### src/design/rmq_pkg.sv
package rmq_pkg;

    localparam int FW = 18;
    localparam int THR_W = 17;
    localparam int BR_W = 2;
    localparam int LANES = 3;
    localparam int FIELD_MAX = 131071;
    localparam int FIELD_MIN_MAG = 131072;

    localparam logic [BR_W-1:0] BR_TRACE = 2'd0;
    localparam logic [BR_W-1:0] BR_COL0 = 2'd1;
    localparam logic [BR_W-1:0] BR_COL1 = 2'd2;
    localparam logic [BR_W-1:0] BR_COL2 = 2'd3;

    typedef struct packed {
        logic             valid;
        logic [BR_W-1:0]  br;
        logic [LANES-1:0] neg;
        logic [LANES-1:0] zero;
    } ctl_t;

endpackage

### src/design/rmq_sqrt_cell.sv
module rmq_sqrt_cell #(
    parameter int NW = 19,
    parameter int VP = 36,
    parameter int SQW = 18
) (
    input  logic                           clk,
    input  logic                           rst_n,
    input  logic                           en,
    input  rmq_pkg::ctl_t                  ctl_in,
    input  logic [rmq_pkg::LANES*NW-1:0]   mag_in,
    input  logic [VP-1:0]                  rad_in,
    input  logic [SQW+2:0]                 rem_in,
    input  logic [SQW-1:0]                 root_in,
    output rmq_pkg::ctl_t                  ctl_reg,
    output logic [rmq_pkg::LANES*NW-1:0]   mag_reg,
    output logic [VP-1:0]                  rad_reg,
    output logic [SQW+2:0]                 rem_reg,
    output logic [SQW-1:0]                 root_reg
);
    import rmq_pkg::*;

    logic [SQW+2:0] rem_sh;
    logic [SQW+2:0] trial;
    logic [SQW+2:0] rem_next;
    logic [SQW-1:0] root_next;

    always_comb
    begin
        rem_sh = {rem_in[SQW:0], rad_in[VP-1:VP-2]};
        trial = {1'b0, root_in, 2'b01};
        if (rem_sh >= trial)
        begin
            rem_next = rem_sh - trial;
            root_next = {root_in[SQW-2:0], 1'b1};
        end
        else
        begin
            rem_next = rem_sh;
            root_next = {root_in[SQW-2:0], 1'b0};
        end
    end

    always_ff @(posedge clk or negedge rst_n)
    begin
        if (!rst_n)
        begin
            ctl_reg <= '0;
        end
        else if (en)
        begin
            ctl_reg <= ctl_in;
        end
    end

    always_ff @(posedge clk)
    begin
        if (en)
        begin
            mag_reg <= mag_in;
            rad_reg <= {rad_in[VP-3:0], 2'b00};
            rem_reg <= rem_next;
            root_reg <= root_next;
        end
    end

endmodule

### config.mk
export PLATFORM = sky130hd
export DESIGN_NAME = rmq_sqrt_cell
export DESIGN_NICKNAME = d
export VERILOG_FILES = /design/src/design/rmq_pkg.sv /design/src/design/rmq_sqrt_cell.sv
export SDC_FILE = /design/constraint.sdc
export NUM_CORES = 1
export LEC_CHECK = 0
export CORE_AREA = 2 2 112 114
export DETAILED_ROUTE_END_ITERATION = 8
export DIE_AREA = 0 0 114 116
export DONT_BUFFER_PORTS = 1
export PLACE_DENSITY_LB_ADDON = 0.25
export REMOVE_ABC_BUFFERS = 1
export SYNTH_ARGS = -nofsm -noshare
export SYNTH_HDL_FRONTEND = slang
export SYNTH_SLANG_ARGS = --single-unit
export TNS_END_PERCENT = 5
### constraint.sdc
create_clock -name clk -period 1.6 [get_ports clk]
set_clock_uncertainty 0.2 [all_clocks]
set_input_delay 0.48 -clock clk [delete_from_list [all_inputs] [get_ports clk]]
set_output_delay 0.48 -clock clk [all_outputs]
set_load 0.05 [all_outputs]
==> results.md <==
- Number of global-route vias before repair: ~4500
- Clk pin slew, worst setup/hold paths: around 0.06 ns
- Routed len/inst: approximately 23 um
- Drt total wl: ~19000 um
- Design area: roughly 10000 um^2
- Drt via density: between 5 and 6
- Die width: around 110 um
- Post-Place Cell Area: between 7000 and 8000 um^2
- Hold EP: rad_reg[26]
- Hold_buf cts: 111
- MaxCap Viol Count: 0
- Tightest Pin Transition: between 0.5 and 0.6 ns
- Leak: between 3 and 4 nW
- Reg2Reg Depth: 1
- Maximum VDD drop: approximately 630 uV
- Avg Cell Area, Syn: ~17 um^2
- GRT Total Usage: between 20% and 30%
- Final Hold Vio Count: 7
- CP Max Fanout: 5
- Flops & latches, synth: 139
- Vias post-DR: 4394
- Post-synthesis cell type count: 55
- Root Buffer: clkbuf_16
- RSZ-0062 raised after global routing: true
- Netlist Area Pre-Place: 5740 um^2
- Setup violators final: roughly 160
- Reg-to-Reg End: ctl_reg[4]
- Die area: about 13000 um^2
- Status: finished, violations left
- # fillers: approximately 600
- Rows: 40
- Area fraction of the dominant cell type after synthesis: about two thirds
- Initial antenna violation count: 0
- Worst Path Class, Setup: input port to flop
- Fmax: between 400 and 500 MHz
- Antenna cells: 0
- Layout area overhead: 70.7%
- FF-to-FF Start: ctl_reg[4]
- Internal reg-to-reg setup slack: 0.46 ns
- Area contributors post-synth: edfxtp_1 68%, ha_1 4.4%, dfrtp_1 3.9%
- Startpoint types: input port
- Syn Inst Count: about 350
- Gp weighted congestion: roughly 0.8
- Hold Path Class: input port to flop
- Post-DP HPWL: 10100 um
- Worst Path Arrival: about 2.3 ns
- Failing checks: hold timing, setup timing
- Pwr dens: about 1200 nW/um^2
- TritonCTS Buffers: 17
- CTS Sinks: 139
- Final ANT Viol Nets: 0
- Final Critical Period: 2.35 ns
- Drt drc: 0
- 1st-iter DRT viols: 308
- WP data required: 1.55 ns
- First-pass GRT wire length: about 26000 um
- Clock Latency Late Sink: just over 0.4 ns
- Max-Slew Margin vs Limit: 63.4%
- IO Pins: between 200 and 300
- Asr flop ratio synth: around 6.5%
- Largest net degree at the start of global routing: 140
- Sequential fraction of the synthesis area: a little under three quarters
- Layout net count: 817
- Primary FF master, synth: edfxtp_1
- Initial core utilization: about half
- Count leader, synth: edfxtp_1
- Die height: approximately 120 um
- Grt ovf: 0
- Synth area leader: edfxtp_1
- Number of synthesized flops with an enable pin: 130
- Number of flip-flops in the largest register: 57
- Post-Layout Cell Count: 811
- Synth warn: 0
- Layout cell share with drive strength beyond 1: 45.3%
- Core Footprint: between 10000 and 15000 um^2
- Setup ws final: -0.753 ns
- Hold path startpoint: en
- CP endpoint kind: flop
- Drt first pass iters: 5
- Buffer levels on the longest clock path: 2
- Final Cycle Share: 147%
- Fin Hold WS: -0.0185 ns
- CTS H-tree depth: 4
- Most instantiated cells after synthesis: 130 x edfxtp_1, 22 x inv_1, 20 x ha_1
- WHS Path Cells: 0
- Buffers on Ports: 0
- Inst Count DP: 646
- CTS tree: done
- Fin. max-slew vios: 0
layout by cell type, fill, tap and decap left out, drive strengths merged, types with 5 or more instances in the layout:
master       instances
nand4                5
xnor2               10
nand3                5
ha                  20
dlygate4sd3        111
inv                 25
xor2                 7
clkbuf              18
nand2               11
o21ai               12
dfrtp                9
mux2                26
o21a                 6
edfxtp             130
buf                180
clkinv               9
nor2                12
a21oi               17
metal layers:
layer,share of wire [%],vias to the layer above,track usage [%]
met5,0,-,0
met2,56,240,50.5
met1,33,2164,27.3
li1,-,1942,-
met4,3.0,0,9.51
met3,8.0,48,8.79
logic make-up (layout without fill, tap and decap cells):
family | after synthesis | count (layout) | synth area share (%)
other | 1 | 2 | 0.0653
XOR/XNOR | 17 | 17 | 2.59
adder cells (fa/ha/maj) | 20 | 20 | 4.36
AND/OR/NAND/NOR | 47 | 47 | 4.29
flip-flops | 139 | 139 | 71.9
buffers and inverters | 32 | 347 | 3.05
multiplexers | 27 | 27 | 5.79
AO/OA/AOI/OAI | 65 | 65 | 7.97
timing repair:
item / in CTS / in global routing
pin swaps: 25 / 24
hold endpoints to repair: 204 / 24
gates resized for setup: 186 / 34
setup buffers: 15 / 8
setup endpoints to repair: 161 / 161
gates cloned: 2 / 1
worst max path at each step:
| stage | cells past startpoint | slack (ns) | endpoint | start |
|---|---|---|---|---|
| finish | 9 | -0.75 | rem_reg[19] | root_in[0] |
| global route | 10 | -0.79 | rem_reg[15] | root_in[1] |
| CTS | 9 | -0.71 | rem_reg[19] | root_in[3] |
| detailed placement | 9 | -1.35 | rem_reg[4] | root_in[7] |
| global placement | 8 | -1.28 | rem_reg[20] | root_in[7] |
| floorplan | 9 | -1.13 | rem_reg[2] | root_in[4] |
worst max-delay path: stages:
cell,delay (ns)
inv_4,0.02
ha_4,0.16
nor3_1,0.30
o21a_2,0.26
buf_6,0.12
a211oi_4,0.06
or4_1,0.51
and3_1,0.15
mux2_4,0.25
layout make-up:
class                      count  area [um^2]  area share [%]
inverter                      23          129            1.31
sequential                   139         4140            42.2
clock inverter                12          150            1.53
timing repair buffer         291         2900            29.6
clock buffer                  18          429            4.38
timing repair inverter         3         41.3           0.421
tap                          147          184            1.88
multi-input combinational    178         1830            18.7
stage by stage:
| step | hold WS [ns] | setup TNS [ns] | utilization, % | total power, mW | setup slack (ns) |
|---|---|---|---|---|---|
| 6_report | -0.0185 | -22.63 | 82.3 | 11.6 | -0.753 |
| 5_1_grt | -0.0333 | -27.91 | 82.3 | 12.0 | -0.786 |
| 4_1_cts | -0.0338 | -23.57 | 80.5 | 11.5 | -0.715 |
| 3_5_place_dp | -0.0154 | -27.64 | 59.1 | 6.98 | -1.35 |
| 3_3_place_gp | -0.0154 | -26.05 | 59.1 | 6.95 | -1.28 |
| 2_1_floorplan | -0.0156 | -22.85 | - | 6.28 | -1.13 |
power by group:
group          internal, mW  switching, mW
Clock                  2.43           1.44
Sequential             4.39          0.425
Combinational          1.31           1.65
Note: power is estimated with default switching activity, not from simulation.
