$ cat config.mk
export PLATFORM = sky130hd
export DESIGN_NAME = rmq_out
export DESIGN_NICKNAME = d
export VERILOG_FILES = /design/src/design/rmq_pkg.sv /design/src/design/rmq_out.sv
export SDC_FILE = /design/constraint.sdc
export NUM_CORES = 1
export LEC_CHECK = 0
export BUFFER_PORTS_ARGS = -buffer_cell sky130_fd_sc_hd__buf_2
export CAP_MARGIN = 30
export CORE_ASPECT_RATIO = 1.4
export CORE_MARGIN = 10
export CORE_UTILIZATION = 57
export CTS_BUF_LIST = sky130_fd_sc_hd__clkbuf_8 sky130_fd_sc_hd__clkbuf_16
export CTS_CLUSTER_SIZE = 16
export DETAILED_ROUTE_END_ITERATION = 8
export PLACE_DENSITY_LB_ADDON = 0.05
export REMOVE_ABC_BUFFERS = 1
export SETUP_SLACK_MARGIN = 0.2
export SYNTH_ARGS = -nofsm -noshare
export SYNTH_HDL_FRONTEND = slang
export SYNTH_SLANG_ARGS = --single-unit
$ cat constraint.sdc
create_clock -name clk -period 1.3 [get_ports clk]
set_input_delay 0.26 -clock clk [delete_from_list [all_inputs] [get_ports clk]]
set_output_delay 0.26 -clock clk [all_outputs]
set_load 0.005 [all_outputs]
$ cat src/design/rmq_pkg.sv
package rmq_pkg;

    localparam int FW = 18;
    localparam int THR_W = 17;
    localparam int BR_W = 2;
    localparam int LANES = 3;
    localparam int FIELD_MAX = 131071;
    localparam int FIELD_MIN_MAG = 131072;

    localparam logic [BR_W-1:0] BR_TRACE = 2'd0;
    localparam logic [BR_W-1:0] BR_COL0 = 2'd1;
    localparam logic [BR_W-1:0] BR_COL1 = 2'd2;
    localparam logic [BR_W-1:0] BR_COL2 = 2'd3;

    typedef struct packed {
        logic             valid;
        logic [BR_W-1:0]  br;
        logic [LANES-1:0] neg;
        logic [LANES-1:0] zero;
    } ctl_t;

endpackage

$ cat src/design/rmq_out.sv
module rmq_out #(
    parameter int FRAC_BITS = 16,
    parameter int SQW = 18,
    parameter int QW = 18
) (
    input  logic                                clk,
    input  logic                                rst_n,
    input  logic                                en,
    input  rmq_pkg::ctl_t                       ctl_in,
    input  logic [SQW-1:0]                      root_in,
    input  logic [rmq_pkg::LANES*QW-1:0]        quo_in,
    output logic                                valid_reg,
    output logic signed [rmq_pkg::FW-1:0]       qx_reg,
    output logic signed [rmq_pkg::FW-1:0]       qy_reg,
    output logic signed [rmq_pkg::FW-1:0]       qz_reg,
    output logic signed [rmq_pkg::FW-1:0]       qw_reg,
    output logic [rmq_pkg::BR_W-1:0]            br_reg
);
    import rmq_pkg::*;

    localparam int EW = QW + SQW + FW;
    localparam int ONE_I = 1 << FRAC_BITS;
    localparam int LIMP_I = (ONE_I < FIELD_MAX) ? ONE_I : FIELD_MAX;
    localparam int LIMN_I = (ONE_I < FIELD_MIN_MAG) ? ONE_I : FIELD_MIN_MAG;
    localparam logic [EW-1:0] LIMP = EW'(LIMP_I);
    localparam logic [EW-1:0] LIMN = EW'(LIMN_I);

    logic [EW-1:0] q;
    logic [EW-1:0] m;
    logic [EW-1:0] w;
    logic [FW-1:0] lane [LANES];
    logic [FW-1:0] wv;

    always_comb
    begin
        for (int l = 0; l < LANES; l++)
        begin
            q = EW'(quo_in[l*QW +: QW]);
            m = '0;
            if (ctl_in.zero[l])
            begin
                lane[l] = '0;
            end
            else if (ctl_in.neg[l])
            begin
                m = (q > LIMN) ? LIMN : q;
                lane[l] = FW'(-m);
            end
            else
            begin
                m = (q > LIMP) ? LIMP : q;
                lane[l] = FW'(m);
            end
        end
        w = (EW'(root_in) + EW'(1)) >> 1;
        wv = (w > LIMP) ? FW'(LIMP) : FW'(w);
    end

    always_ff @(posedge clk or negedge rst_n)
    begin
        if (!rst_n)
        begin
            valid_reg <= 1'b0;
        end
        else if (en)
        begin
            valid_reg <= ctl_in.valid;
        end
    end

    always_ff @(posedge clk)
    begin
        if (en)
        begin
            br_reg <= ctl_in.br;
            case (ctl_in.br)
                BR_TRACE:
                begin
                    qx_reg <= lane[0];
                    qy_reg <= lane[1];
                    qz_reg <= lane[2];
                    qw_reg <= wv;
                end
                BR_COL0:
                begin
                    qx_reg <= wv;
                    qy_reg <= lane[0];
                    qz_reg <= lane[1];
                    qw_reg <= lane[2];
                end
                BR_COL1:
                begin
                    qx_reg <= lane[0];
                    qy_reg <= wv;
                    qz_reg <= lane[1];
                    qw_reg <= lane[2];
                end
                default:
                begin
                    qx_reg <= lane[0];
                    qy_reg <= lane[1];
                    qz_reg <= wv;
                    qw_reg <= lane[2];
                end
            endcase
        end
    end

endmodule

==> impl_metrics.env, run 1 <==
export IMPL_status="stopped before the end"
export IMPL_failed_stage="clock tree synthesis (4_1_cts)"
export IMPL_tool_error="[ERROR DPL-0033] detailed placement checks failed during check placement."
export IMPL_cts_setup_buffers=19
export IMPL_die_w_um=103
export IMPL_synth_flop_cell="edfxtp_1"
export IMPL_avgSynthCellArea_um2=9.02
export IMPL_synth_cell_types=68
export IMPL_cts_sinks=75
export IMPL_ctsResizeCount=177
export IMPL_syn_cell_area_um2=5480
export IMPL_yosys_warnings=0
export IMPL_ys_ff_latch=75
export IMPL_synth_compound_area_share_pct=22.7
export IMPL_synthXorXnorAreaFrac_pct=7.35
export IMPL_synth_edf_count=74
export IMPL_syn_inst=607
export IMPL_ctsHoldBuffers=1
export IMPL_htree_levels=3
export IMPL_postPlaceCellArea_um2=8050
export IMPL_dp_cells=1070
export IMPL_cts_root_buf="clkbuf_16"
export IMPL_ys_seq_area_share_pct=41.0
export IMPL_cts_inserted_buffers=9
export IMPL_synthMuxAreaShare_pct=1.64
export IMPL_rows=42
export IMPL_cts_buffer_depth=2
export IMPL_synthAdderAreaFrac_pct=1.83
export IMPL_port_buffer_count=158
export IMPL_synth_simple_area_share_pct=22.1
export IMPL_initial_core_util_pct=58.2
export IMPL_hpwlAfterDp_um=18100
export IMPL_ios=159
export IMPL_synth_top_family_by_area="compound AO/OA/AOI/OAI gates"
export IMPL_synthArstFlopShare_pct=1.33
export IMPL_die_h_um=136
export IMPL_place_gp_congestion=1.01
==> Yosys cell counts, types with 2 or more instances <==
library cell	count	area share (%)
o22ai_1	30	3.4
o32ai_1	2	0.32
and4_1	2	0.32
and3_1	5	0.57
o211ai_1	2	0.27
and2_1	5	0.57
o21ai_0	43	3.9
a31oi_1	8	0.91
xor2_1	23	3.7
nand3b_1	6	0.82
a311oi_1	3	0.48
nand4_1	13	1.5
o221ai_1	12	1.9
nand2_1	72	4.9
nor4_1	11	1.3
nor3_1	17	1.6
a221oi_1	4	0.64
nor2b_1	3	0.34
a21o_1	2	0.27
o21a_1	5	0.69
ha_1	8	1.8
a21oi_1	21	1.9
inv_1	16	1.1
nor3b_1	2	0.27
a221o_1	2	0.37
o2111ai_1	2	0.32
o31ai_1	11	1.5
mux2i_1	3	0.55
clkbuf_1	30	2.1
a22o_1	5	0.80
a31o_2	2	0.32
or2_2	10	1.1
mux2_2	4	0.82
nand3_1	17	1.6
o41ai_1	3	0.48
nand2b_1	15	1.7
a22oi_1	3	0.41
nor2_1	46	3.2
edfxtp_1	74	41
or3_1	8	0.91
a211oi_1	5	0.69
or4_1	4	0.55
xnor2_1	23	3.7
==> cell families after synthesis <==
group | count (synthesis)
buffers and inverters | 48
muxes | 8
adders and majority gates | 8
xor gates and xnor gates | 46
AOI/OAI and AO/OA | 180
and+or+nand+nor | 242
DFF | 75
==> stage by stage <==
stage	hold WS (ns)	setup WS, ns	TNS (ns)
2_1_floorplan	-0.0356	-2.52	-112.46
3_3_place_gp	0.0343	-2.21	-110.16
3_5_place_dp	0.0381	-2.30	-115.53
==> run 2: changes to the inputs <==
==> config.mk (replaced) <==
export PLATFORM = sky130hd
export DESIGN_NAME = rmq_out
export DESIGN_NICKNAME = d
export VERILOG_FILES = /design/src/design/rmq_pkg.sv /design/src/design/rmq_out.sv
export SDC_FILE = /design/constraint.sdc
export NUM_CORES = 1
export LEC_CHECK = 0
export BUFFER_PORTS_ARGS = -buffer_cell sky130_fd_sc_hd__buf_2
export CAP_MARGIN = 30
export CORE_MARGIN = 10
export CORE_UTILIZATION = 40
export DETAILED_ROUTE_END_ITERATION = 8
export PLACE_DENSITY_LB_ADDON = 0.15
export REMOVE_ABC_BUFFERS = 1
export SYNTH_ARGS = -nofsm -noshare
export SYNTH_HDL_FRONTEND = slang
export SYNTH_SLANG_ARGS = --single-unit
==> run 2 against run 1 <==
  * The flow now finishes, with violations (setup timing)
  * Synthesized area stayed put
  * Synthesized cell count unchanged
==> impl_metrics.env, run 2 <==
export IMPL_rr_startpoint="valid_reg$_DFFE_PN0P_"
export IMPL_ant_nets=0
export IMPL_dieArea_um2=18800
export IMPL_clk_pin_slew_ns=0.06
export IMPL_nets=1133
export IMPL_worstPathCellList="buf_6 -> or4_4 -> or4_4 -> o41ai_4 -> nand2_2 -> ha_4 -> nand2b_4 -> buf_6 -> buf_6 -> o41ai_2 -> nand3_1 -> buf_4 -> a31oi_1 -> o21ai_1 -> o21ai_1"
export IMPL_hp_class="in -> reg"
export IMPL_synthArstFlopShare_pct=1.33
export IMPL_route_detailed_drc=0
export IMPL_track_usage_pct=26.6
export IMPL_yosys_warnings=0
export IMPL_rows=42
export IMPL_cts_sinks=75
export IMPL_grt_pass1_wl_um=38600
export IMPL_hpwlAfterDp_um=19100
export IMPL_drive_gt1_share_pct=60.1
export IMPL_status="finished, violations left"
export IMPL_grt_pass1_vias=6981
export IMPL_antenna_found_initial=0
export IMPL_die_h_um=137
export IMPL_ys_seq_area_share_pct=41.0
export IMPL_core_area_um2=13300
export IMPL_viasPerCell=5.75
export IMPL_synthTopCellsByCount="edfxtp_1 (74), nand2_1 (72), nor2_1 (46)"
export IMPL_cp_required_ns=1.38
export IMPL_fmax_ghz=0.339
export IMPL_cts_root_buf="clkbuf_16"
export IMPL_yosysMostFrequentCell="edfxtp_1"
export IMPL_synth_top_area_share_pct=40.6
export IMPL_cpLargestDelayFamily="simple AND/OR/NAND/NOR gates"
export IMPL_final_hold_violation_count=0
export IMPL_cp_start_kind="primary input"
export IMPL_critPathLaunch="quo_in[42]"
export IMPL_num_antenna_cells=0
export IMPL_drt_pass1_iter_count=7
export IMPL_setup_tns_final_ns=-79.29
export IMPL_violations="setup timing"
export IMPL_syn_inst=607
export IMPL_crit_top_cell="buf_6"
export IMPL_p_per_area_nw_per_um2=804
export IMPL_ys_ff_latch=75
export IMPL_drt_iter0_drc=712
export IMPL_syn_cell_area_um2=5480
export IMPL_port_buffer_count=158
export IMPL_tightest_slew_ns=0.859
export IMPL_final_common_cell="buf_4"
export IMPL_synthTopCellsByArea="edfxtp_1 (41%), nand2_1 (4.9%), o21ai_0 (3.9%), xnor2_1 (3.7%), xor2_1 (3.7%)"
export IMPL_grt_overflow_total=0
export IMPL_synth_edf_count=74
export IMPL_slew_headroom_pct=42.5
export IMPL_post_place_ws_ns=-2.26
export IMPL_avgSynthCellArea_um2=9.02
export IMPL_crit_arrival_ns=3.03
export IMPL_max_cap_violations=0
export IMPL_place_gp_congestion=0.943
export IMPL_p_leak_nw=4.30
export IMPL_synth_flop_cell="edfxtp_1"
export IMPL_htree_levels=3
export IMPL_initial_core_util_pct=41.0
export IMPL_cts_buffer_depth=2
export IMPL_rsz0062_at_grt="yes"
export IMPL_grt_max_degree=48
export IMPL_timing_final_ws_setup_ns=-1.65
export IMPL_clkLatencyLatePin_ns=0.34
export IMPL_vias=7023
export IMPL_synth_area_leader_cell="edfxtp_1"
export IMPL_crit_path_max_fanout=4
export IMPL_crit_type="in -> reg"
export IMPL_critPathMaxStageDelay_ns=0.52
export IMPL_synth_cell_types=68
export IMPL_crit_path_end_kind="flip-flop"
export IMPL_min_delay_start="ctl_in[8]"
export IMPL_setup_viol=72
export IMPL_synthToLayoutAreaGrowth_pct=86.2
export IMPL_cts_inserted_buffers=9
export IMPL_min_period_ns=2.95
export IMPL_die_w_um=137
export IMPL_final_cell_mix="buf_4 (249), buf_2 (149), edfxtp_1 (74)"
export IMPL_ios=159
export IMPL_clock_skew_ns=0
export IMPL_cts_tree="done"
export IMPL_path_buf_inv=4
export IMPL_drv_slew=0
export IMPL_vdd_drop_max_uv=726
export IMPL_routed_wl_um=26300
export IMPL_wire_per_inst_um=21.5
export IMPL_cpMaxStageDelayCell="or4_4"
export IMPL_min_period_over_period_pct=227
-- run 2: cell counts after synthesis --
No cell type changed its count.
-- run 2: kinds of logic (layout without fill, tap and decap cells) --
group / Yosys count / in the layout / share of synthesized area [%]
and+or+nand+nor: 242 / 243 / 22.1
AOI/OAI and AO/OA: 180 / 180 / 22.7
DFF: 75 / 75 / 41.0
buffers and inverters: 48 / 486 / 3.31
xor gates and xnor gates: 46 / 46 / 7.35
adders and majority gates: 8 / 8 / 1.83
muxes: 8 / 8 / 1.64
-- run 2: per-stage QoR --
step / hold slack, ns / util, % / total power [mW] / std cells / instance area [um2]
after floorplan: -0.0356 / - / 3.74 / 576 / 5360
after global placement: 0.0353 / 62.8 / 5.17 / 1165 / 8390
after detailed placement: 0.0371 / 62.8 / 5.20 / 1165 / 8390
after CTS: 0.146 / 73.0 / 7.95 / 1211 / 9750
after global routing: 0.153 / 76.4 / 8.47 / 1222 / 10200
final: 0.144 / 76.4 / 8.20 / 1222 / 10200
-- run 2: final cells by class --
| cell class | count | area (um2) |
|---|---|---|
| Clock buffer | 12 | 256 |
| Timing Repair Buffer | 453 | 3310 |
| Clock inverter | 4 | 25.0 |
| Sequential cell | 75 | 2250 |
| Tap cell | 176 | 220 |
| Fill cell | 930 | 3150 |
| Inverter | 17 | 63.8 |
| Multi-Input combinational cell | 485 | 4080 |
-- run 2: routing by layer --
metal  share of wire (%)  up-vias  wire [um]  GRT usage [%]
li1                    -     3213          -              -
met1                  40     3366      10500           33.3
met2                  48      370      12500           43.7
met3                 8.8       74       2300           5.61
met4                 3.7        0        961           10.4
met5                   0        -          0              0
-- run 2: repair_timing --
| item | 4_1_cts | 5_1_grt |
|---|---|---|
| gates resized for setup | 176 | 86 |
| pin swaps | 102 | 70 |
| endpoints found under the hold margin | 1 | 0 |
| cloned | 2 | 0 |
| setup buffers | 29 | 20 |
| endpoints found under the setup margin | 72 | 72 |
| hold buffers | 1 | 0 |
-- run 2: final timing paths --
check / end / depth (start not counted) / slack [ns]
worst min-delay path: valid_reg$_DFFE_PN0P_ / 2 / 0.14
worst min register to register: valid_reg$_DFFE_PN0P_ / 1 / 0.51
min in group asynchronous: valid_reg$_DFFE_PN0P_ / 2 / 0.21
max in group asynchronous: valid_reg$_DFFE_PN0P_ / 2 / 1.01
worst max-delay path: qw_reg[12]$_DFFE_PP_ / 15 / -1.65
worst max register to register: valid_reg$_DFFE_PN0P_ / 1 / 0.56
-- run 2: where the power goes --
group          switching [mW]  total, mW  internal (mW)
logic                    1.43       2.80           1.37
registers              0.0568       2.96           2.90
clock network            1.05       2.44           1.39
Note: power is estimated with default switching activity, not from simulation.
==> run 3: changes to the inputs <==
--- a/config.mk
+++ b/config.mk
@@ -5,13 +5,14 @@
 export SDC_FILE = /design/constraint.sdc
 export NUM_CORES = 1
 export LEC_CHECK = 0
-export BUFFER_PORTS_ARGS = -buffer_cell sky130_fd_sc_hd__buf_2
 export CAP_MARGIN = 30
 export CORE_MARGIN = 10
-export CORE_UTILIZATION = 40
+export CORE_UTILIZATION = 65
 export DETAILED_ROUTE_END_ITERATION = 8
+export DONT_BUFFER_PORTS = 1
 export PLACE_DENSITY_LB_ADDON = 0.15
 export REMOVE_ABC_BUFFERS = 1
+export SKIP_LAST_GASP = 1
 export SYNTH_ARGS = -nofsm -noshare
 export SYNTH_HDL_FRONTEND = slang
 export SYNTH_SLANG_ARGS = --single-unit
==> run 3 against run 2 <==
  * The flow now stops in global routing (5_1_grt)
  * Synthesized cell count stayed put
  * Synthesized area stayed put
==> impl_metrics.env, run 3 <==
export IMPL_synthTopCellsByArea="edfxtp_1 (41%), nand2_1 (4.9%), o21ai_0 (3.9%), xnor2_1 (3.7%), xor2_1 (3.7%)"
export IMPL_syn_cell_area_um2=5480
export IMPL_port_buffer_count=0
export IMPL_status="stopped before the end"
export IMPL_antenna_found_initial=3
export IMPL_ys_seq_area_share_pct=41.0
export IMPL_postPlaceCellArea_um2=6490
export IMPL_avgSynthCellArea_um2=9.02
export IMPL_synth_top_family_by_area="compound AO/OA/AOI/OAI gates"
export IMPL_cts_root_buf="clkbuf_8"
export IMPL_synth_area_leader_cell="edfxtp_1"
export IMPL_syn_inst=607
export IMPL_synthArstFlopShare_pct=1.33
export IMPL_htree_levels=3
export IMPL_initial_core_util_pct=66.7
export IMPL_synth_top_area_share_pct=40.6
export IMPL_track_usage_pct=95.1
export IMPL_place_gp_congestion=1.00
export IMPL_synthTopCellsByCount="edfxtp_1 (74), nand2_1 (72), nor2_1 (46)"
export IMPL_synthMuxAreaShare_pct=1.64
export IMPL_synth_cell_types=68
export IMPL_cts_buffer_depth=2
export IMPL_yosys_warnings=0
export IMPL_synthAdderAreaFrac_pct=1.83
export IMPL_cts_sinks=75
export IMPL_synth_compound_area_share_pct=22.7
export IMPL_hpwlAfterDp_um=15800
export IMPL_synth_flop_cell="edfxtp_1"
export IMPL_worst_path_end_type="register data pin"
export IMPL_synth_edf_count=74
export IMPL_synth_simple_area_share_pct=22.1
export IMPL_die_w_um=112
export IMPL_grt_max_degree=76
export IMPL_yosysMostFrequentCell="edfxtp_1"
export IMPL_rows=33
export IMPL_failed_stage="global routing (5_1_grt)"
export IMPL_ys_ff_latch=75
export IMPL_tool_error="[ERROR GRT-0232] Routing congestion too high. Check the congestion heatmap in the GUI."
export IMPL_die_h_um=112
export IMPL_ios=159
export IMPL_crit_endpoint="qz_reg[12]$_DFFE_PP_/D"
export IMPL_grt_overflow_total=898
export IMPL_cts_inserted_buffers=9
export IMPL_synthXorXnorAreaFrac_pct=7.35
## run 3: cell counts after synthesis
Identical to the previous run, type by type.
## run 3: cell families after synthesis
logic type / Yosys count
buf+inv: 48
flops: 75
compound gates: 180
fa+ha+maj: 8
xor+xnor: 46
simple gates: 242
mux: 8
## run 3: per-layer routing
metal,GRT usage [%],overflow
met5,51.4,6
met2,117,610
met3,83.6,17
met1,83.0,9
met4,107,256
## run 3: what timing repair did
action                     4_1_cts
setup endpoints to repair       72
gates cloned                     4
buffers inserted                22
pin swaps                       75
hold endpoints to repair         2
hold buffers                     2
resized for setup              149
## run 3: stage by stage
stage / setup slack, ns / std cells
after floorplan: -2.52 / 576
after global placement: -2.13 / 805
after detailed placement: -2.29 / 806
after CTS: -1.71 / 847
