`config.mk`:
```
export PLATFORM = sky130hd
export DESIGN_NAME = rmq_div_cell
export DESIGN_NICKNAME = d
export VERILOG_FILES = /design/src/design/rmq_pkg.sv /design/src/design/rmq_div_cell.sv
export SDC_FILE = /design/constraint.sdc
export NUM_CORES = 1
export LEC_CHECK = 0
export BUFFER_PORTS_ARGS = -buffer_cell sky130_fd_sc_hd__buf_2
export CAP_MARGIN = 20
export CORE_AREA = 2 2 147 149
export DETAILED_ROUTE_END_ITERATION = 16
export DIE_AREA = 0 0 149 151
export PLACE_DENSITY_LB_ADDON = 0.05
export SLEW_MARGIN = 40
export SYNTH_ARGS = -nofsm -noshare
export SYNTH_HDL_FRONTEND = slang
export SYNTH_SLANG_ARGS = --single-unit
```
`constraint.sdc`:
```
create_clock -name clk -period 0.9 [get_ports clk]
set_clock_uncertainty 0.05 [all_clocks]
set_input_delay 0.045 -clock clk [delete_from_list [all_inputs] [get_ports clk]]
set_output_delay 0.045 -clock clk [all_outputs]
set_load 0.03 [all_outputs]
```
`src/design/rmq_pkg.sv`:
```
package rmq_pkg;

    localparam int FW = 18;
    localparam int THR_W = 17;
    localparam int BR_W = 2;
    localparam int LANES = 3;
    localparam int FIELD_MAX = 131071;
    localparam int FIELD_MIN_MAG = 131072;

    localparam logic [BR_W-1:0] BR_TRACE = 2'd0;
    localparam logic [BR_W-1:0] BR_COL0 = 2'd1;
    localparam logic [BR_W-1:0] BR_COL1 = 2'd2;
    localparam logic [BR_W-1:0] BR_COL2 = 2'd3;

    typedef struct packed {
        logic             valid;
        logic [BR_W-1:0]  br;
        logic [LANES-1:0] neg;
        logic [LANES-1:0] zero;
    } ctl_t;

endpackage

```
`src/design/rmq_div_cell.sv`:
```
module rmq_div_cell #(
    parameter int SQW = 18,
    parameter int DW = 36,
    parameter int QW = 18,
    parameter int K = 0
) (
    input  logic                           clk,
    input  logic                           rst_n,
    input  logic                           en,
    input  rmq_pkg::ctl_t                  ctl_in,
    input  logic [SQW-1:0]                 root_in,
    input  logic [rmq_pkg::LANES*DW-1:0]   rem_in,
    input  logic [rmq_pkg::LANES*QW-1:0]   quo_in,
    output rmq_pkg::ctl_t                  ctl_reg,
    output logic [SQW-1:0]                 root_reg,
    output logic [rmq_pkg::LANES*DW-1:0]   rem_reg,
    output logic [rmq_pkg::LANES*QW-1:0]   quo_reg
);
    import rmq_pkg::*;

    localparam int XW = DW + QW + SQW + 2;

    logic [XW-1:0] dvs;
    logic [XW-1:0] rem_x;
    logic [LANES*DW-1:0] rem_next;
    logic [LANES*QW-1:0] quo_next;

    always_comb
    begin
        dvs = XW'(root_in) << (K + 1);
        for (int l = 0; l < LANES; l++)
        begin
            rem_x = XW'(rem_in[l*DW +: DW]);
            if (rem_x >= dvs)
            begin
                rem_next[l*DW +: DW] = rem_in[l*DW +: DW] - dvs[DW-1:0];
                quo_next[l*QW +: QW] = {quo_in[l*QW +: QW-1], 1'b1};
            end
            else
            begin
                rem_next[l*DW +: DW] = rem_in[l*DW +: DW];
                quo_next[l*QW +: QW] = {quo_in[l*QW +: QW-1], 1'b0};
            end
        end
    end

    always_ff @(posedge clk or negedge rst_n)
    begin
        if (!rst_n)
        begin
            ctl_reg <= '0;
        end
        else if (en)
        begin
            ctl_reg <= ctl_in;
        end
    end

    always_ff @(posedge clk)
    begin
        if (en)
        begin
            root_reg <= root_in;
            rem_reg <= rem_next;
            quo_reg <= quo_next;
        end
    end

endmodule

```
==> results of run 1 <==
kinds of logic after synthesis:
kind of cell | count (synthesis) | synth area share [%]
xor+xnor | 96 | 7.98
mux | 20 | 2.13
fa+ha+maj | 57 | 6.98
compound gates | 209 | 12.8
buf+inv | 58 | 2.48
flops | 189 | 53.4
simple gates | 277 | 14.2
synth_stat cells (6+ instances only):
master / n / area share, %
a21o_1: 16 / 1.1
a21oi_1: 72 / 3.4
a31oi_1: 10 / 0.59
buf_2: 10 / 0.48
clkbuf_1: 8 / 0.29
dfrtp_1: 9 / 2.1
edfxtp_1: 180 / 51
ha_1: 54 / 6.4
inv_1: 33 / 1.2
mux2_2: 19 / 2.0
nand2_1: 64 / 2.3
nand2b_1: 9 / 0.53
nand3_1: 25 / 1.2
nand4_1: 16 / 0.95
nor2_1: 65 / 2.3
nor3_1: 26 / 1.2
nor4_1: 13 / 0.77
o211ai_1: 7 / 0.50
o21a_1: 9 / 0.64
o21ai_0: 45 / 2.1
o21bai_1: 8 / 0.57
or3_1: 6 / 0.36
xnor2_1: 57 / 4.7
xor2_1: 39 / 3.2
per-stage QoR:
stage                     hold slack [ps]  area, sq um  util (%)  TNS [ps]
after floorplan                      -301        10800         -   -127820
after global placement               -146        15000      72.0   -176550
after detailed placement             -140        15000      72.0   -179560
after CTS                           -5.92        19900      95.8   -155850
what timing repair did:
item	CTS
endpoints found under the hold margin	183
pin swaps	52
gates cloned	9
hold buffers	176
endpoints found under the setup margin	297
buffers inserted	35
resized for setup	577
==> flow_summary_export.csv, run 1 <==
group,metric,value,unit
timing,grt-worst-endpoint,"rem_reg[69]$_DFFE_PP_/D",
floorplan,num_rows,53,
placement,port-buffer-count,377,
run_status,firstError,"[ERROR DPL-0038] Utilization greater than 100%, impossible to legalize",
placement,place.detailed.hpwl,26.8,mm
floorplan,die_h,151,um
placement,dp.cells,1810,
floorplan,die_width,149,um
synth,avgSynthCellArea,11.6,sq um
synth,synth-warning-count,0,
synth,synthesis.area,10500,sq um
synth,synth-edff-count,180,
timing,worst-ep-kind,"register input",
synth,synthDistinctLibCells,77,
floorplan,start_util,50.6,%
floorplan,num_io_pins,381,
synth,ys_ff_latch,189,
placement,place_congestion,0.931,
clocking,clock-sinks,189,
clocking,ctsRootBufferMaster,"clkbuf_16",
synth,ys_async_sr_fraction,4.76,%
clocking,cts_htree_levels,4,
placement,post-place-ws,-1860,ps
clocking,cts_buffers,17,
synth,seq_area_frac_synth,53.4,%
synth,syn-num-nets,1155,
grt,grt_max_degree,43,
synth,synth_cells,906,
run_status,status,"aborted with a tool error",
synth,synth_ff_type,"edfxtp_1",
clocking,clk_path_buf_depth,2,
run_status,stop_stage,"global routing",
==> inputs of run 2 (changes only) <==
Settings changed: CORE_AREA 2 2 147 149 to unset, CORE_UTILIZATION set to 40, DIE_AREA 0 0 149 151 to unset, PLACE_DENSITY_LB_ADDON 0.05 to 0.15.
==> flow_summary_export.csv, run 2 <==
group,metric,value,unit
run_status,status,"finished with violations",
run_status,violations,"negative setup slack",
synth,yosysMostFrequentCell,"edfxtp_1",
placement,place.detailed.hpwl,25.6,mm
grt,grt_max_degree,32,
clocking,clk_pin_slew_worst_paths,100,ps
critical_path,worst-setup-path-type,"in -> reg",
critical_path,crit_top_cell,"buf_4",
synth,synth_top_area_share,51.3,%
critical_path,slowest_delay,300,ps
timing,slew_headroom,64.9,%
run,maxCapViolations,0,
floorplan,start_util,40.7,%
cells_and_area,layout_commonest_cell,"buf_4",
timing,report.final.slew_viol_count,0,
clocking,clock-sinks,189,
placement,port-buffer-count,377,
cells_and_area,final_net_count,2067,
cells_and_area,final_area,21500,sq um
drt,avgRoutedWirePerCell,21.3,um
placement,placed_area,15000,sq um
synth,synth.top_cells.by_count,"180 x edfxtp_1, 72 x a21oi_1, 65 x nor2_1, 64 x nand2_1, 57 x xnor2_1",
clocking,cts_htree_levels,4,
hold_path,hp-class,"in -> reg",
critical_path,path_buf_inv,5,
cells_and_area,largest_reg_flops,108,
synth,synthesis.area,10500,sq um
drt,drtIter0Drc,1003,
timing,finalSetupViolCount,302,
critical_path,crit_path_start_kind,"primary input",
synth,seq_area_frac_synth,53.4,%
drt,num_vias,11700,
critical_path,critPathMaxFanout,4,
power_and_ir_drop,ir_worst_vdd,1.15,mV
grt,antenna_found_initial,5,
timing,rsz0062_at_grt,"true",
timing,max_freq,457,MHz
cells_and_area,area_growth_syn_to_layout,104,%
synth,ys_ff_latch,189,
synth,synthDistinctLibCells,77,
clocking,cts_tree,"yes",
timing,tightest_slew,521,ps
synth,yosys.area.top_type,"edfxtp_1",
power_and_ir_drop,total_power,31.0,mW
power_and_ir_drop,p_per_area,1450,nW/um^2
placement,place_congestion,0.887,
timing,hold_violations,0,
grt,overflow,0,
clocking,cts_buffers,17,
drt,antenna_left,0,
critical_path,crit_chain,"buf_8 > clkinvlp_4 > buf_6 > ha_1 > nor2b_4 > o31ai_2 > a21o_1 > o211a_1 > buf_4 > o211ai_1 > buf_4 > nor3_4 > xor2_1",
clocking,ctsRootBufferMaster,"clkbuf_16",
drt,via_per_inst,5.40,
timing,post-route-min-period,2190,ps
synth,synthTopCellsByArea,"edfxtp_1 51%, ha_1 6.4%, xnor2_1 4.7%",
placement,post-place-ws,-1890,ps
floorplan,num_io_pins,381,
power_and_ir_drop,leakagePower,8.98,nW
synth,synth_ff_type,"edfxtp_1",
critical_path,worst_ep_required_time,1140,ps
synth,ys_async_sr_fraction,4.76,%
timing,post-route-period-util,243,%
critical_path,cpMaxStageDelayCell,"ha_1",
cells_and_area,final_cell_mix,"278 x buf_4, 242 x buf_6, 180 x edfxtp_1",
floorplan,die_h,164,um
critical_path,cp.arrival,2430,ps
clocking,clk_path_buf_depth,2,
floorplan,coreArea,25900,sq um
drt,first_pass_iters,5,
grt,grt_use_total,31.2,%
drt,drc,0,
clocking,clk_latency,440,ps
floorplan,dieArea,27000,sq um
grt,grt_pass1_wl,63.7,mm
critical_path,path_delay_family,"compound AO/OA/AOI/OAI gates",
critical_path,endpoint_kind,"flop",
timing,setup_ws,-1290,ps
timing,fin_hold_ws,14.5,ps
drt,wl,46.3,mm
synth,syn-num-nets,1155,
synth,synth-edff-count,180,
synth,synth_cells,906,
synth,synth-warning-count,0,
floorplan,num_rows,59,
grt,grt_pass1_vias,11800,
cells_and_area,layout-drive-gt1-share,57.2,%
synth,avgSynthCellArea,11.6,sq um
floorplan,die_width,164,um
run 2: cell counts after synthesis:
Identical to the previous run, type by type.
run 2: kinds of logic (layout without fill, tap and decap cells):
kind of cell	after synthesis	after routing	share of synthesized area (%)
and+or+nand+nor	277	278	14.2
AOI/OAI and AO/OA	209	210	12.8
DFF	189	189	53.4
xor gates and xnor gates	96	96	7.98
buffers and inverters	58	981	2.48
adders and majority gates	57	57	6.98
muxes	20	20	2.13
other	0	6	0
run 2: final cells by class:
| cell class | count | area [sq um] |
|---|---|---|
| Sequential cell | 189 | 5640 |
| Clock buffer | 17 | 425 |
| Fill cell | 1331 | 4440 |
| Tap cell | 335 | 419 |
| Timing Repair Buffer | 915 | 8270 |
| Inverter | 34 | 185 |
| Clock inverter | 15 | 209 |
| Multi-Input combinational cell | 661 | 6300 |
| Antenna cell | 6 | 15.0 |
run 2: what timing repair did:
action	4_1_cts	5_1_grt
resized for setup	667	130
setup endpoints to repair	297	304
pin swaps	96	79
cloned	9	1
endpoints found under the hold margin	190	0
setup buffers	74	24
hold buffers	180	0
run 2: metrics by stage:
step	utilization [%]	TNS, ps	instances
3_5_place_dp	57.7	-184510	1857
2_1_floorplan	-	-127820	906
4_1_cts	80.0	-150870	2150
3_3_place_gp	57.7	-181230	1857
6_report	82.8	-158780	2172
5_1_grt	82.8	-171210	2168
run 2: layer usage:
metal  routed length (um)  global-route usage, %  vias up  share of wire [%]
met5                   16                      0        -              0.035
met4                 2080                   13.5        2                4.5
met3                 3190                   6.67      162                6.9
met2                23800                   55.3      614                 51
met1                17200                   36.1     5685                 37
li1                     -                      -     5262                  -
run 2: where the power goes:
part / internal, mW / switching (mW) / total [mW]
sequential: 10.8 / 0.501 / 11.3
clock: 3.88 / 4.39 / 8.27
combinational: 5.66 / 5.81 / 11.5
run 2: path summary, 6_finish.rpt:
check / startpoint / endpoint / slack [ps] / cells after the start
worst max-delay path: root_in[1] / rem_reg[104] / -1290 / 13
worst min-delay path: rem_in[74] / rem_reg[74] / 10 / 3
worst max register to register: ctl_reg[3] / ctl_reg[3] / -90 / 2
worst min register to register: ctl_reg[6] / ctl_reg[6] / 490 / 1
max in group asynchronous: rst_n / ctl_reg[3] / 60 / 3
min in group asynchronous: rst_n / ctl_reg[0] / 530 / 3
run 2: worst register-to-register path, stage by stage, from the launching register on:
cell and delay (ps):
dfrtp_2 440, buf_6 120, mux2_4 270
Power figures use the tool's default switching activity.
==> inputs of run 3 (changes only) <==
Settings changed: SKIP_CTS_REPAIR_TIMING set to 1.
==> flow_summary_export.csv, run 3 (same netlist as run 2, synthesis figures left out) <==
group,metric,value,unit
timing,tightest_slew,495,ps
timing,fin_hold_ws,-4.06,ps
drt,wl,38.6,mm
critical_path,worst-setup-path-type,"in -> reg",
power_and_ir_drop,total_power,28.8,mW
cells_and_area,fillCellCount,1772,
timing,rsz0062_at_grt,"true",
cells_and_area,final_area,19300,sq um
timing,max_freq,463,MHz
cells_and_area,area_growth_syn_to_layout,83.7,%
power_and_ir_drop,swShare,34.3,%
clocking,cts_tree,"yes",
clocking,clk_pin_slew_worst_paths,80,ps
power_and_ir_drop,leakagePower,8.26,nW
timing,report.final.slew_viol_count,0,
placement,placed_area,15000,sq um
floorplan,die_width,164,um
placement,port-buffer-count,377,
drt,drc,0,
power_and_ir_drop,ir_worst_vdd,1.08,mV
cells_and_area,final_net_count,2019,
timing,post-route-min-period,2160,ps
grt,grt_max_degree,36,
power_and_ir_drop,p_clk_share,28.0,%
cells_and_area,layout-drive-gt1-share,53.7,%
placement,place.detailed.hpwl,25.6,mm
floorplan,start_util,40.7,%
critical_path,rrSetupSlack,30,ps
critical_path,crit_top_cell,"buf_12",
power_and_ir_drop,p_seq_share,38.2,%
critical_path,endpoint_kind,"flop",
critical_path,crit_path_start_kind,"primary input",
cells_and_area,largest_reg_flops,108,
cells_and_area,layout_commonest_cell,"buf_2",
power_and_ir_drop,p_per_area,1490,nW/um^2
critical_path,slowest_delay,400,ps
drt,first_pass_iters,6,
floorplan,dieArea,27000,sq um
timing,slew_headroom,66.6,%
drt,antenna_left,0,
timing,finalSetupTns,-156340,ps
power_and_ir_drop,p_comb_share,33.8,%
power_and_ir_drop,switchingPower,9.86,mW
run,maxCapViolations,0,
grt,grt_pass1_vias,9207,
run_status,status,"finished with violations",
critical_path,critPathMaxFanout,8,
clocking,cts_htree_levels,4,
grt,overflow,0,
timing,finalSetupViolCount,300,
drt,num_vias,10900,
power_and_ir_drop,intPower,18.9,mW
clocking,cts_buffers,17,
floorplan,die_h,164,um
clocking,clock-sinks,189,
clocking,clk_path_buf_depth,2,
timing,post-route-period-util,240,%
drt,drtIter0Drc,743,
timing,hold_violations,2,
floorplan,coreArea,25900,sq um
critical_path,worst_ep_required_time,1030,ps
grt,grt_pass1_wl,48.6,mm
cells_and_area,final_cell_mix,"363 x buf_2, 259 x buf_4, 180 x edfxtp_1",
run_status,violations,"negative hold slack, negative setup slack",
floorplan,num_io_pins,381,
grt,grt_use_total,23.7,%
timing,setup_ws,-1260,ps
placement,place_congestion,0.887,
drt,via_per_inst,5.12,
critical_path,cp.arrival,2290,ps
critical_path,cpMaxStageDelayCell,"a2111oi_2",
critical_path,path_buf_inv,5,
clocking,ctsRootBufferMaster,"clkbuf_16",
critical_path,crit_chain,"buf_2 > inv_1 > ha_4 > nand4_1 > nor3_2 > a2111oi_2 > and2b_1 > o211ai_4 > buf_12 > buf_12 > buf_6 > nor2_1 > a21oi_1",
placement,dp.cells,1857,
drt,avgRoutedWirePerCell,18.2,um
critical_path,path_delay_family,"buffers and inverters",
grt,antenna_found_initial,4,
cells_and_area,stdcell_count,2120,
hold_path,hp-class,"in -> reg",
floorplan,num_rows,59,
clocking,clk_latency,440,ps
-- run 3: cell count changes in the layout (fill, tap and decap cells not counted), moves of 6 or more --
cell	change
nor2_4	-12
a21oi_2	-11
o21ai_1	+6
buf_4	-19
nor2_1	+18
buf_6	-209
o21ai_2	-6
dlygate4sd3_1	-7
a21oi_1	+13
buf_2	+190
ha_1	+6
ha_4	-9
nor2_2	-7
-- run 3: path summary, 6_finish.rpt --
kind,depth (start not counted),start,to
max,13,root_in[4],rem_reg[81]
min,3,rem_in[18],rem_reg[18]
max reg2reg,1,ctl_reg[2],ctl_reg[2]
min reg2reg,1,ctl_reg[0],ctl_reg[0]
max in group asynchronous,3,rst_n,ctl_reg[2]
min in group asynchronous,3,rst_n,ctl_reg[7]
-- run 3: area by class of cell --
type / instances / area, sq um / area share [%]
Sequential cell: 189 / 5640 / 29.2
Inverter: 34 / 178 / 0.918
Clock inverter: 15 / 209 / 1.08
Timing Repair Buffer: 868 / 6560 / 33.9
Multi-Input combinational cell: 660 / 5910 / 30.5
Clock buffer: 17 / 425 / 2.20
Tap cell: 335 / 419 / 2.17
Antenna cell: 2 / 5.00 / 0.0259
-- run 3: metrics by stage --
step / setup slack (ps) / util (%)
global route: -1360 / 74.7
global placement: -1850 / 57.7
finish: -1260 / 74.7
floorplan: -1480 / -
detailed placement: -1890 / 57.7
CTS: -1400 / 60.2
-- run 3: layer usage --
layer | GRT usage, % | vias up | wire, um
met5 | 0 | - | 27
met2 | 40.0 | 399 | 19800
li1 | - | 5173 | -
met4 | 7.24 | 4 | 991
met3 | 4.39 | 75 | 2160
met1 | 30.7 | 5202 | 15600
-- run 3: tightest hold or removal path, delay by kind of cell --
kind | cells | cell delay [ps]
and+or+nand+nor | 1 | 60
AOI/OAI and AO/OA | 1 | 110
buffers and inverters | 1 | 140
-- run 3: power by group through the flow --
stage	Clock, mW	Sequential, mW	Combinational (mW)
CTS	8.23	11.0	7.94
floorplan	0	13.1	2.47
detailed placement	0	11.2	7.90
finish	8.06	11.0	9.71
global placement	0	11.2	7.83
global route	8.57	11.1	10.3
==> inputs of run 4 (changes only) <==
Settings changed: TNS_END_PERCENT set to 10.
==> flow_summary_export.csv, run 4 (same netlist as run 2, synthesis figures left out) <==
group,metric,value,unit
placement,place.detailed.hpwl,26.5,mm
critical_path,crit_chain,"buf_2 > inv_1 > buf_4 > ha_1 > buf_4 > and3_1 > a21o_1 > a31oi_1 > buf_4 > o211ai_4 > buf_12 > mux2_4",
hold_path,hp-class,"in -> reg",
clocking,clk_latency,430,ps
timing,post-route-period-util,239,%
power_and_ir_drop,p_clk_share,28.3,%
floorplan,start_util,40.7,%
drt,num_vias,10800,
grt,grt_pass1_wl,49.0,mm
power_and_ir_drop,intPower,18.8,mW
critical_path,path_buf_inv,6,
critical_path,slowest_delay,300,ps
critical_path,path_delay_family,"buffers and inverters",
power_and_ir_drop,p_comb_share,33.0,%
cells_and_area,final_cell_mix,"363 x buf_2, 282 x buf_4, 180 x edfxtp_1",
timing,hold_violations,6,
critical_path,worst_ep_required_time,1040,ps
clocking,cts_buffers,17,
drt,drtIter0Drc,705,
critical_path,endpoint_kind,"flop",
clocking,clk_path_buf_depth,2,
placement,placed_area,15100,sq um
floorplan,num_rows,59,
cells_and_area,stdcell_count,2118,
grt,use_met3,4.19,%
power_and_ir_drop,swShare,34.1,%
timing,max_freq,465,MHz
drt,drc,0,
timing,finalSetupViolCount,297,
cells_and_area,utilization,72.4,%
drt,via_per_inst,5.12,
grt,grtUsageMet1,31.0,%
power_and_ir_drop,switchingPower,9.71,mW
critical_path,cpMaxStageDelayCell,"mux2_4",
floorplan,die_h,164,um
clocking,cts_htree_levels,4,
power_and_ir_drop,ir_worst_vdd,1.23,mV
clocking,clock-sinks,189,
critical_path,crit_path_start_kind,"primary input",
grt,grt_pass1_vias,9332,
drt,avgRoutedWirePerCell,18.1,um
cells_and_area,final_net_count,2017,
drt,wl,38.4,mm
grt,antenna_found_initial,5,
grt,grt_max_degree,25,
run,maxCapViolations,0,
grt,overflow,0,
cells_and_area,layout_commonest_cell,"buf_2",
grt,grt_use_total,24.2,%
cells_and_area,layout-drive-gt1-share,50.0,%
drt,first_pass_iters,6,
placement,place_congestion,0.899,
placement,dp.cells,1888,
grt,gr-max-usage-layer,"met2",
grt,grt.met2_usage,41.8,%
clocking,clk_pin_slew_worst_paths,80,ps
floorplan,num_io_pins,381,
floorplan,coreArea,25900,sq um
cells_and_area,final_area,18800,sq um
timing,tightest_slew,556,ps
critical_path,cp.arrival,2290,ps
run_status,status,"finished with violations",
critical_path,crit_top_cell,"buf_4",
critical_path,worst-setup-path-type,"in -> reg",
placement,port-buffer-count,377,
floorplan,dieArea,27000,sq um
power_and_ir_drop,leakagePower,8.12,nW
timing,slew_headroom,62.5,%
timing,rsz0062_at_grt,"true",
power_and_ir_drop,p_seq_share,38.6,%
power_and_ir_drop,total_power,28.5,mW
timing,report.final.slew_viol_count,0,
critical_path,critPathMaxFanout,6,
timing,post-route-min-period,2150,ps
clocking,cts_tree,"yes",
timing,setup_ws,-1250,ps
clocking,ctsRootBufferMaster,"clkbuf_16",
run_status,violations,"negative hold slack, negative setup slack",
power_and_ir_drop,p_per_area,1520,nW/um^2
timing,fin_hold_ws,-241,ps
cells_and_area,area_growth_syn_to_layout,78.0,%
drt,antenna_left,0,
cells_and_area,largest_reg_flops,108,
floorplan,die_width,164,um
==> run 4: power groups by stage <==
stage | registers, mW | logic (mW) | clock network [mW]
CTS | 11.0 | 7.99 | 8.21
global placement | 11.2 | 7.90 | 0
floorplan | 13.1 | 2.39 | 0
finish | 11.0 | 9.42 | 8.07
detailed placement | 11.2 | 7.92 | 0
global route | 11.1 | 10.0 | 8.49
==> run 4: per-stage QoR <==
step           TNS [ps]  worst slack (ps)  hold WS, ps
2_1_floorplan   -133890             -1500         -301
3_3_place_gp    -170720             -1820         -146
3_5_place_dp    -172440             -1840         -143
4_1_cts         -162660             -1410         -621
5_1_grt         -167900             -1300         -258
6_report        -153870             -1250         -241
==> run 4: layout make-up <==
| class | instances | area [sq um] |
|---|---|---|
| Multi-Input combinational cell | 661 | 5500 |
| Sequential cell | 189 | 5630 |
| Clock buffer | 17 | 425 |
| Fill cell | 1848 | 7160 |
| Tap cell | 335 | 419 |
| Timing Repair Buffer | 865 | 6400 |
| Inverter | 34 | 158 |
| Antenna cell | 2 | 5.00 |
| Clock inverter | 15 | 209 |
==> run 4: final timing paths <==
kind / end / slack (ps) / cells after the start / start
setup / recovery: rem_reg[79] / -1250 / 12 / root_in[13]
hold / removal: root_reg[15] / -240 / 1 / root_in[15]
setup reg to reg: ctl_reg[3] / 80 / 1 / ctl_reg[3]
hold reg to reg: ctl_reg[6] / 450 / 1 / ctl_reg[6]
max in group asynchronous: ctl_reg[6] / 160 / 3 / rst_n
min in group asynchronous: ctl_reg[2] / 460 / 3 / rst_n
==> run 4: metal layers <==
metal / vias to the layer above / part of all wire (%)
met5: - / 0.070
met4: 4 / 2.5
met3: 66 / 6.0
met2: 424 / 50
met1: 5184 / 41
li1: 5163 / -
